===== src/rtl/tcw_pkg.sv =====
// Package for the text console writer: request and response beat types,
// controller command struct and character constants.
// Depends on nothing.
`timescale 1ns / 1ps
`default_nettype none

package tcw_pkg;

    localparam int CELL_IDX_W = 11;
    localparam int CURSOR_W   = 11;

    localparam logic       OP_PUT       = 1'b0;
    localparam logic       OP_READ      = 1'b1;

    localparam logic [7:0] CHAR_NUL     = 8'd0;
    localparam logic [7:0] CHAR_NEWLINE = 8'd10;
    localparam logic [7:0] CHAR_SPACE   = 8'd32;
    localparam logic [7:0] ATTR_DEFAULT = 8'd7;

    typedef struct packed {
        logic                  opcode;
        logic [7:0]            char_code;
        logic                  begin_line;
        logic                  end_of_string;
        logic [CELL_IDX_W-1:0] cell_index;
    } tcw_req_t;

    typedef struct packed {
        logic [CURSOR_W-1:0] cursor_cell;
        logic [CURSOR_W-1:0] hw_cursor;
        logic                scrolled;
        logic [7:0]          read_char;
        logic [7:0]          read_attr;
    } tcw_rsp_t;

    typedef struct packed {
        logic load;
        logic put_commit;
        logic rd_mul;
        logic rd_fix;
        logic rd_mem;
        logic rd_commit;
    } tcw_cmd_t;

endpackage

`default_nettype wire


===== src/rtl/tcw_ctrl.sv =====
// Controller state machine for the text console writer.
// Sequences put and read beats and owns the response valid flag.
// Depends on tcw_pkg.
`timescale 1ns / 1ps
`default_nettype none

module tcw_ctrl
(
    input  wire logic              clk,
    input  wire logic              rst_n,
    input  wire logic              req_valid,
    input  wire logic              req_opcode,
    input  wire logic              rsp_ready,
    output logic                   req_ready,
    output logic                   rsp_valid,
    output tcw_pkg::tcw_cmd_t      cmd
);

    localparam logic [2:0] S_IDLE = 3'd0;
    localparam logic [2:0] S_PUT  = 3'd1;
    localparam logic [2:0] S_RMUL = 3'd2;
    localparam logic [2:0] S_RFIX = 3'd3;
    localparam logic [2:0] S_RMEM = 3'd4;
    localparam logic [2:0] S_ROUT = 3'd5;

    logic [2:0] state_reg;
    logic [2:0] state_next;
    logic       rsp_valid_reg;
    logic       rsp_valid_next;
    logic       slot_free;

    assign slot_free = !rsp_valid_reg || rsp_ready;
    assign req_ready = (state_reg == S_IDLE);
    assign rsp_valid = rsp_valid_reg;

    always_comb
    begin
        cmd        = '0;
        state_next = state_reg;
        case (state_reg)
            S_IDLE:
            begin
                if (req_valid)
                begin
                    cmd.load   = 1'b1;
                    state_next = (req_opcode == tcw_pkg::OP_READ) ? S_RMUL : S_PUT;
                end
            end
            S_PUT:
            begin
                if (slot_free)
                begin
                    cmd.put_commit = 1'b1;
                    state_next     = S_IDLE;
                end
            end
            S_RMUL:
            begin
                cmd.rd_mul = 1'b1;
                state_next = S_RFIX;
            end
            S_RFIX:
            begin
                cmd.rd_fix = 1'b1;
                state_next = S_RMEM;
            end
            S_RMEM:
            begin
                cmd.rd_mem = 1'b1;
                state_next = S_ROUT;
            end
            S_ROUT:
            begin
                if (slot_free)
                begin
                    cmd.rd_commit = 1'b1;
                    state_next    = S_IDLE;
                end
            end
            default:
            begin
                state_next = S_IDLE;
            end
        endcase
    end

    always_comb
    begin
        if (cmd.put_commit || cmd.rd_commit)
        begin
            rsp_valid_next = 1'b1;
        end
        else if (rsp_ready)
        begin
            rsp_valid_next = 1'b0;
        end
        else
        begin
            rsp_valid_next = rsp_valid_reg;
        end
    end

    always_ff @(posedge clk or negedge rst_n)
    begin
        if (!rst_n)
        begin
            state_reg     <= S_IDLE;
            rsp_valid_reg <= 1'b0;
        end
        else
        begin
            state_reg     <= state_next;
            rsp_valid_reg <= rsp_valid_next;
        end
    end

endmodule

`default_nettype wire


===== config.mk =====
export PLATFORM = sky130hd
export DESIGN_NAME = tcw_ctrl
export DESIGN_NICKNAME = d
export VERILOG_FILES = /design/src/rtl/tcw_pkg.sv /design/src/rtl/tcw_ctrl.sv
export SDC_FILE = /design/constraint.sdc
export NUM_CORES = 1
export LEC_CHECK = 0
export ABC_AREA = 1
export BUFFER_PORTS_ARGS = -buffer_cell sky130_fd_sc_hd__buf_2
export CAP_MARGIN = 15
export CORE_AREA = 2 2 39 41
export DETAILED_ROUTE_END_ITERATION = 12
export DIE_AREA = 0 0 41 43
export GPL_TIMING_DRIVEN = 0
export HOLD_SLACK_MARGIN = 0.1
export PLACE_DENSITY_LB_ADDON = 0.15
export RECOVER_POWER = 50
export REMOVE_ABC_BUFFERS = 1
export SETUP_SLACK_MARGIN = 0.1
export SYNTH_ARGS = -nofsm -noshare
export SYNTH_HDL_FRONTEND = slang
export SYNTH_SLANG_ARGS = --single-unit

===== constraint.sdc =====
create_clock -name clk -period 0.9 [get_ports clk]
set_input_delay 0.18 -clock clk [delete_from_list [all_inputs] [get_ports clk]]
set_output_delay 0.18 -clock clk [all_outputs]
set_load 0.03 [all_outputs]

==> results.md, run 1 <==
* Leakage at 0.3178 nW
* Mux share of post-synthesis cell area at 0%
* RSZ-0062 raised after global routing: yes
* Clock Skews at 0.7053 ps
* Iter 0 DRT Violations at 7
* Cts bufs inserted at 3
* Vias in the first global route at 299
* Clk root buf: clkbuf_4
* Total Wirelength at 716 um
* Crit path max fanout at 4
* Final design utilization at 41.86%
* Max Clk Rate at 0.7569 GHz
* Latest clock arrival within the worst-skew pair at 230 ps
* Fin crit period at 1321 ps
* Synthesized area at 250.2 um^2
* Simple-Gate Fraction of Synth Area at 37.00%
* Die ar. at 1763 um^2
* Filler-free cell count of the finished design at 83
* Crit Path Category: reg -> out
* Final Total Pwr at 0.002256 W
* Distinct cell type count after synthesis at 11
* Crit end category: primary output
* Depth of the CTS H-tree at 1
* Worst EP required at 720 ps
* Final nets at 74
* # fillers at 141
* Num Clock Sinks at 4
* Maximum clock path buffer count at 2
* Drc violations at 0
* Final worst slack at -421.1 ps
* Final hold viol count at 0
* Via count at 327
* Cells after Synth at 39
* Critical Path AT at 1140 ps
* Design area at 579.3 um^2
* Max FFs per register at 3
* First-pass GRT wire length at 1.028 mm
* DP Wirelength at 434.4 um
* Storage element area at 101.3 um^2
* CTS tree: built
* Post-synth top area cell: dfrtp_1
* Peak supply drop at 1.287 mV
* Yosys warns at 0
* Relative slew slack at 86.67%
* Post-Synth XOR/XNOR Area at 0%
* Placed Area at 330.3 um^2
* Die width at 41 um
* Initial antenna violation count at 0
* Remaining antenna violation count after routing at 0
* Initial Utilization at 18.08%
* Layout cell share with drive strength beyond 1 at 73.13%
* WL per Instance at 8.627 um
* Area Overhead vs Synth at 131.5%
* Row count at 14
* Core area at 1384 um^2
* Synth Area in Compound Gates at 6.000%
* Multi-input gate area at 176.4 um^2
* Seq/Total Area, Yosys at 40.00%
* Max cap viols at 0
* Yosys reg bits at 4
* # setup viols final at 12
* Drt pass-1 iters at 4
* Final period util at 146.8%
* Power Dens Cells at 3895 nW/um^2
* CTS clock-pin slew for the worst setup and hold paths at 40 ps
* Post-Synth Adder-Cell Area at 0%
* Placed insts at 67
* Outcome: complete, but fails checks
* Startpoint types: register
* Final GP Congestion at 0.6393
* Violated checks: negative setup slack
* Worst slew pin tran at 199.9 ps
* Die Ht at 43 um
* IO Port Bufs at 12
* Ports at 13
* Gr usage total at 8.661%
* Vias/cell at 3.940
* Fin. max-slew vios at 0
* Share of the synthesized area in the top cell type at 40.00%
* Largest net degree at the start of global routing at 6
* HP Class: in -> reg
* Top cells by area, synth: dfrtp_1 40%, inv_1 14%, nand2_1 14%, nor2_1 7.5%, nand3_1 6.0%
* Largest family of logic cells by synthesized area: simple AND/OR/NAND/NOR gates
* ANT cells at 0
* Avg Cell Area, Syn at 6.416 um^2
* Overflow after GRT at 0
==> critical path: stages (launching register included) <==
cell and delay [ps]:
dfrtp_2 440, nor2_4 140, nand2_2 80, nor2_1 90, buf_4 160
==> cells in the mapped netlist <==
| cell type | instances |
|---|---|
| clkinv_2 | 1 |
| dfrtp_1 | 4 |
| nand3_1 | 3 |
| nand2_1 | 9 |
| inv_1 | 9 |
| nand2_2 | 2 |
| a21oi_1 | 1 |
| inv_2 | 1 |
| nor2_1 | 5 |
| o21ai_1 | 2 |
| nor2_2 | 2 |
==> stage by stage <==
step,setup TNS (ps),worst slack [ps],hold slack [ps]
after floorplan,-2091,-423.7,-115.6
after global routing,-3857,-465.5,233.8
after CTS,-3168,-438.0,207.3
final,-3297,-421.1,210.7
after detailed placement,-1830,-243.3,-13.12
after global placement,-1977,-260.7,-13.41
==> timing repair <==
action	4_1_cts	5_1_grt
buffers inserted	7	6
resized for setup	22	21
pin swaps	7	5
endpoints found under the hold margin	4	0
setup endpoints to repair	12	12
hold buffers	1	0
==> per-layer routing <==
layer / share of wire, % / GRT usage [%] / up-vias
li1: - / - / 173
met1: 40 / 8.766 / 146
met2: 55 / 14.69 / 8
met3: 4.6 / 1.571 / 0
met4: 0 / 6.000 / 0
met5: 0 / 0 / -
==> cells by family (layout without fill, tap and decap cells) <==
| kind of cell | Yosys count | after routing |
|---|---|---|
| AO/OA/AOI/OAI | 3 | 3 |
| buffers and inverters | 11 | 39 |
| flip-flops | 4 | 4 |
| AND/OR/NAND/NOR | 21 | 21 |
==> cell usage in the layout (no fill, tap or decap), types with 2 or more instances in the layout <==
cell,count
o21ai_2,2
nand3_1,2
nor2_4,4
nand2_4,3
buf_2,3
inv_1,4
dfrtp_1,3
buf_6,10
nor2_1,2
clkbuf_4,3
buf_4,10
nand2_2,3
inv_2,6
nand2_1,5
==> path summary, 6_finish.rpt <==
check / from / endpoint / slack (ps) / depth (start not counted)
worst max-delay path: state_reg[1] / cmd[5] / -420 / 4
worst min-delay path: req_opcode / state_reg[1] / 210 / 3
worst max register to register: state_reg[1] / state_reg[0] / -190 / 7
worst min register to register: state_reg[1] / state_reg[1] / 710 / 2
max in group asynchronous: rst_n / state_reg[1] / 400 / 2
min in group asynchronous: rst_n / state_reg[0] / 310 / 2
==> power by group <==
group	switching, W	leakage (nW)	internal [W]	total (W)
clock	0.0000640	0.0138	0.000149	0.000213
sequential	0.0000937	0.0499	0.000267	0.000360
combinational	0.000917	0.254	0.000766	0.00168
total	0.00108	0.318	0.00118	0.00226
==> area by class of cell <==
class                   count  share of cell area, %
multi-input cells          24                  30.45
flip-flops and latches      4                  17.49
clock buffers               3                  3.888
inverters                  11                  7.343
repair buffers             25                  37.37
well taps                  16                  3.456
(Power assumes the default switching activity.)
==> run 2, diff against run 1 <==
- CTS_BUF_LIST: default -> sky130_fd_sc_hd__clkbuf_8
- RECOVER_POWER: 50 -> default
==> results.md, run 2 (synthesis results as in run 1) <==
* Vias/cell at 3.880
* Layout cell share with drive strength beyond 1 at 74.63%
* Core area at 1384 um^2
* Clock Skews at 0.1078 ps
* Die Ht at 43 um
* Iter 0 DRT Violations at 6
* Final nets at 74
* Vias in the first global route at 301
* IO Port Bufs at 12
* Crit end category: primary output
* Max Clk Rate at 0.7706 GHz
* Num Clock Sinks at 4
* Overflow after GRT at 0
* ANT cells at 0
* Startpoint types: register
* Critical Path AT at 1120 ps
* Maximum clock path buffer count at 2
* Via count at 322
* # setup viols final at 12
* Crit Path Category: reg -> out
* Fin. max-slew vios at 0
* Filler-free cell count of the finished design at 83
* Power Dens Cells at 4035 nW/um^2
* Latest clock arrival within the worst-skew pair at 210 ps
* Final worst slack at -397.7 ps
* Crit path max fanout at 5
* Violated checks: negative setup slack
* Row count at 14
* Leakage at 0.3278 nW
* Depth of the CTS H-tree at 1
* Cts bufs inserted at 3
* Largest net degree at the start of global routing at 6
* Final hold viol count at 0
* CTS clock-pin slew for the worst setup and hold paths at 30 ps
* Hold slack at 230.1 ps
* Placed Area at 330.3 um^2
* Ports at 13
* Gr usage total at 8.761%
* Remaining antenna violation count after routing at 0
* Drt pass-1 iters at 2
* Worst EP required at 720 ps
* Most frequent cells in the layout: 10 x buf_4, 10 x buf_6, 6 x inv_2, 5 x nand2_1
* Total Wirelength at 737 um
* DP Wirelength at 434.4 um
* CTS tree: built
* Max FFs per register at 3
* Initial antenna violation count at 0
* HP Class: in -> reg
* Worst slew pin tran at 153.3 ps
* Relative slew slack at 89.75%
* Final GP Congestion at 0.6393
* Design area at 599.3 um^2
* M3 GR Usage at 1.571%
* Final period util at 144.2%
* Final design utilization at 43.31%
* Setup WS pre-CTS at -243.3 ps
* RSZ-0062 raised after global routing: yes
* WL per Instance at 8.880 um
* Outcome: complete, but fails checks
* Peak supply drop at 1.289 mV
* Die width at 41 um
* Drc violations at 0
* Placed insts at 67
* Area Overhead vs Synth at 139.5%
* Met2 usage at 14.69%
* GRT busiest layer: met2
* Die ar. at 1763 um^2
* First-pass GRT wire length at 1.041 mm
* Fin crit period at 1298 ps
* Clk root buf: clkbuf_8
* Met1 usage at 9.091%
* Initial Utilization at 18.08%
* Max cap viols at 0
run 2: changes by cell type in the layout (fill, tap and decap cells not counted):
| cell | delta |
|---|---|
| buf_2 | +1 |
| clkbuf_8 | +3 |
| clkbuf_1 | -1 |
| clkbuf_4 | -3 |
run 2: final cells by class:
cell class / count / area, um^2
flip-flops and latches: 4 / 101.3
multi-input cells: 24 / 176.4
well taps: 16 / 20.02
fillers: 135 / 784.5
clock buffers: 3 / 41.29
inverters: 11 / 42.54
repair buffers: 25 / 217.7
run 2: report_power, final:
part	switching, W	total [W]	internal, W	leakage (nW)
registers	0.0000972	0.000364	0.000267	0.0499
logic	0.000917	0.00169	0.000773	0.256
clock network	0.0000798	0.000364	0.000284	0.0216
run 2: per-layer routing:
metal	vias up	wire [um]	part of all wire [%]
li1	172	-	-
met1	146	303	41
met2	4	407	55
met3	0	26	3.5
met4	0	0	0
met5	-	0	0
run 2: repair_timing:
action / 4_1_cts / 5_1_grt
hold buffers: 1 / 0
hold endpoints to repair: 4 / 0
buffers inserted: 7 / 6
pin swaps: 7 / 6
cloned: 0 / 0
endpoints found under the setup margin: 12 / 12
gates resized for setup: 22 / 21
run 2: worst paths after layout:
path,startpoint,cells past startpoint,endpoint,slack (ps)
max,state_reg[2],4,cmd[3],-400
min,req_opcode,3,state_reg[1],230
max reg2reg,state_reg[1],7,state_reg[0],-180
min reg2reg,state_reg[1],2,state_reg[1],710
max in group asynchronous,rst_n,2,state_reg[1],470
min in group asynchronous,rst_n,2,rsp_valid,300
run 2: critical path, cell delays in order (launching register included):
cell	delay (ps)
dfrtp_1	400
inv_2	120
nand3_1	150
inv_1	90
buf_4	150
run 2: stage by stage:
step	TNS [ps]	total power (W)
final	-3163	0.002418
after detailed placement	-1830	0.001249
after floorplan	-2091	0.001024
after global routing	-3722	0.002572
after CTS	-2976	0.002101
after global placement	-1977	0.001260
==> run 3, diff against run 2 <==
- ABC_CLOCK_PERIOD_IN_PS: default -> 900
- CELL_PAD_IN_SITES_DETAIL_PLACEMENT: default -> 1
- CELL_PAD_IN_SITES_GLOBAL_PLACEMENT: default -> 2
- CORE_AREA: 2 2 39 41 -> 2 2 40 42
- DIE_AREA: 0 0 41 43 -> 0 0 42 44
- SKIP_CTS_REPAIR_TIMING: default -> 1
==> results.md, run 3 (synthesis results as in run 1) <==
* CTS clock-pin slew for the worst setup and hold paths at 30 ps
* Total Wirelength at 853 um
* Cts bufs inserted at 3
* Latest clock arrival within the worst-skew pair at 220 ps
* Fin. max-slew vios at 0
* Psw at 0.001018 W
* Row count at 14
* Peak supply drop at 1.096 mV
* Most frequent cells in the layout: 10 x buf_4, 6 x inv_1, 6 x nand2_1, 5 x buf_6
* Critical path, cell by cell: nor2_4 -> nand2_2 -> nor2_1 -> buf_4
* Crit path max fanout at 4
* Final Total Pwr at 0.002197 W
* Via count at 320
* Reg power frac at 16.7%
* Iter 0 DRT Violations at 2
* Leakage at 0.2929 nW
* Fin crit period at 1351 ps
* Startpoint types: register
* Max cap viols at 0
* Critical Path AT at 1170 ps
* # fillers at 185
* Depth of the CTS H-tree at 1
* Core area at 1419 um^2
* Max FFs per register at 3
* RSZ-0062 raised after global routing: yes
* Net Sw Frac at 46.34%
* Maximum clock path buffer count at 2
* Num Clock Sinks at 4
* Internal at 0.001179 W
* Worst slew pin tran at 151.4 ps
* Final worst slack at -451.5 ps
* IO Port Bufs at 12
* Clk root buf: clkbuf_8
* Die ar. at 1848 um^2
* Worst path slowest cell: dfrtp_2
* Worst EP required at 720 ps
* Final hold viol count at 0
* Die width at 42 um
* Hold slack at 220.2 ps
* Clock Skews at 2.007 ps
* Violated checks: negative setup slack
* Drt pass-1 iters at 2
* Initial Utilization at 17.64%
* Most common cell after layout, fill and taps aside: buf_4
* Relative slew slack at 89.90%
* Area Overhead vs Synth at 107.5%
* CTS tree: built
* Multi-input gate area at 152.6 um^2
* Final nets at 69
* Largest net degree at the start of global routing at 7
* Vias in the first global route at 300
* Logic gate share of total power at 65.8%
* Max Clk Rate at 0.7399 GHz
* Remaining antenna violation count after routing at 0
* Max stage delay on crit path at 440 ps
* ANT cells at 0
* Drc violations at 0
* Crit Path Category: reg -> out
* Final period util at 150.2%
* Layout cell share with drive strength beyond 1 at 66.13%
* WL per Instance at 10.94 um
* Gr usage total at 10.04%
* Crit end category: primary output
* Die Ht at 44 um
* Outcome: complete, but fails checks
* Clk network pwr share at 17.5%
* Storage element area at 101.3 um^2
* First-pass GRT wire length at 1.242 mm
* Final GP Congestion at 0.7566
* # setup viols final at 11
* Ports at 13
* Overflow after GRT at 0
* Power Dens Cells at 4232 nW/um^2
* DP Wirelength at 562.9 um
* HP Class: in -> reg
* Initial antenna violation count at 0
* Vias/cell at 4.103
run 3: power by group through the flow:
stage	Combinational (W)	Clock [W]	Sequential [W]
4_1_cts	0.000940	0.000399	0.000331
3_5_place_dp	0.000938	0	0.000333
2_1_floorplan	0.000661	0	0.000363
6_report	0.00145	0.000386	0.000366
3_3_place_gp	0.000921	0	0.000329
5_1_grt	0.00157	0.000418	0.000378
run 3: layout make-up:
type                       instances  area share [%]
tap                               16           3.855
timing repair buffer              20           31.08
inverter                          11           8.193
clock buffer                       3           7.952
multi-input combinational         24           29.40
sequential                         4           19.52
run 3: per-layer routing:
metal	vias to the layer above	track usage [%]	wire length [um]
li1	161	-	-
met1	147	9.114	301
met2	9	15.00	462
met3	3	7.917	72
met4	0	7.742	17
met5	-	0	0
run 3: final timing paths:
kind,start,endpoint,slack (ps),cells after the start
worst max-delay path,state_reg[1],cmd[5],-450,4
worst min-delay path,req_opcode,state_reg[1],220,3
worst max register to register,state_reg[1],state_reg[0],-200,7
worst min register to register,state_reg[1],rsp_valid,640,3
max in group asynchronous,rst_n,state_reg[1],470,2
min in group asynchronous,rst_n,rsp_valid,290,2
run 3: metrics by stage:
step	area (um^2)	TNS [ps]	std cells	util [%]	setup WS (ps)
2_1_floorplan	250.2	-2091	39	-	-423.7
3_3_place_gp	330.3	-1905	67	23.28	-271.2
3_5_place_dp	330.3	-2007	67	23.28	-276.6
4_1_cts	371.6	-3761	70	26.19	-519.0
5_1_grt	519.2	-3994	78	36.60	-507.3
6_report	519.2	-3230	78	36.60	-451.5
run 3: critical path: cells and delay by family, from the launching register on:
kind                   cells  cell delay [ps]
and+or+nand+nor            3              340
DFF                        1              440
buffers and inverters      1              170
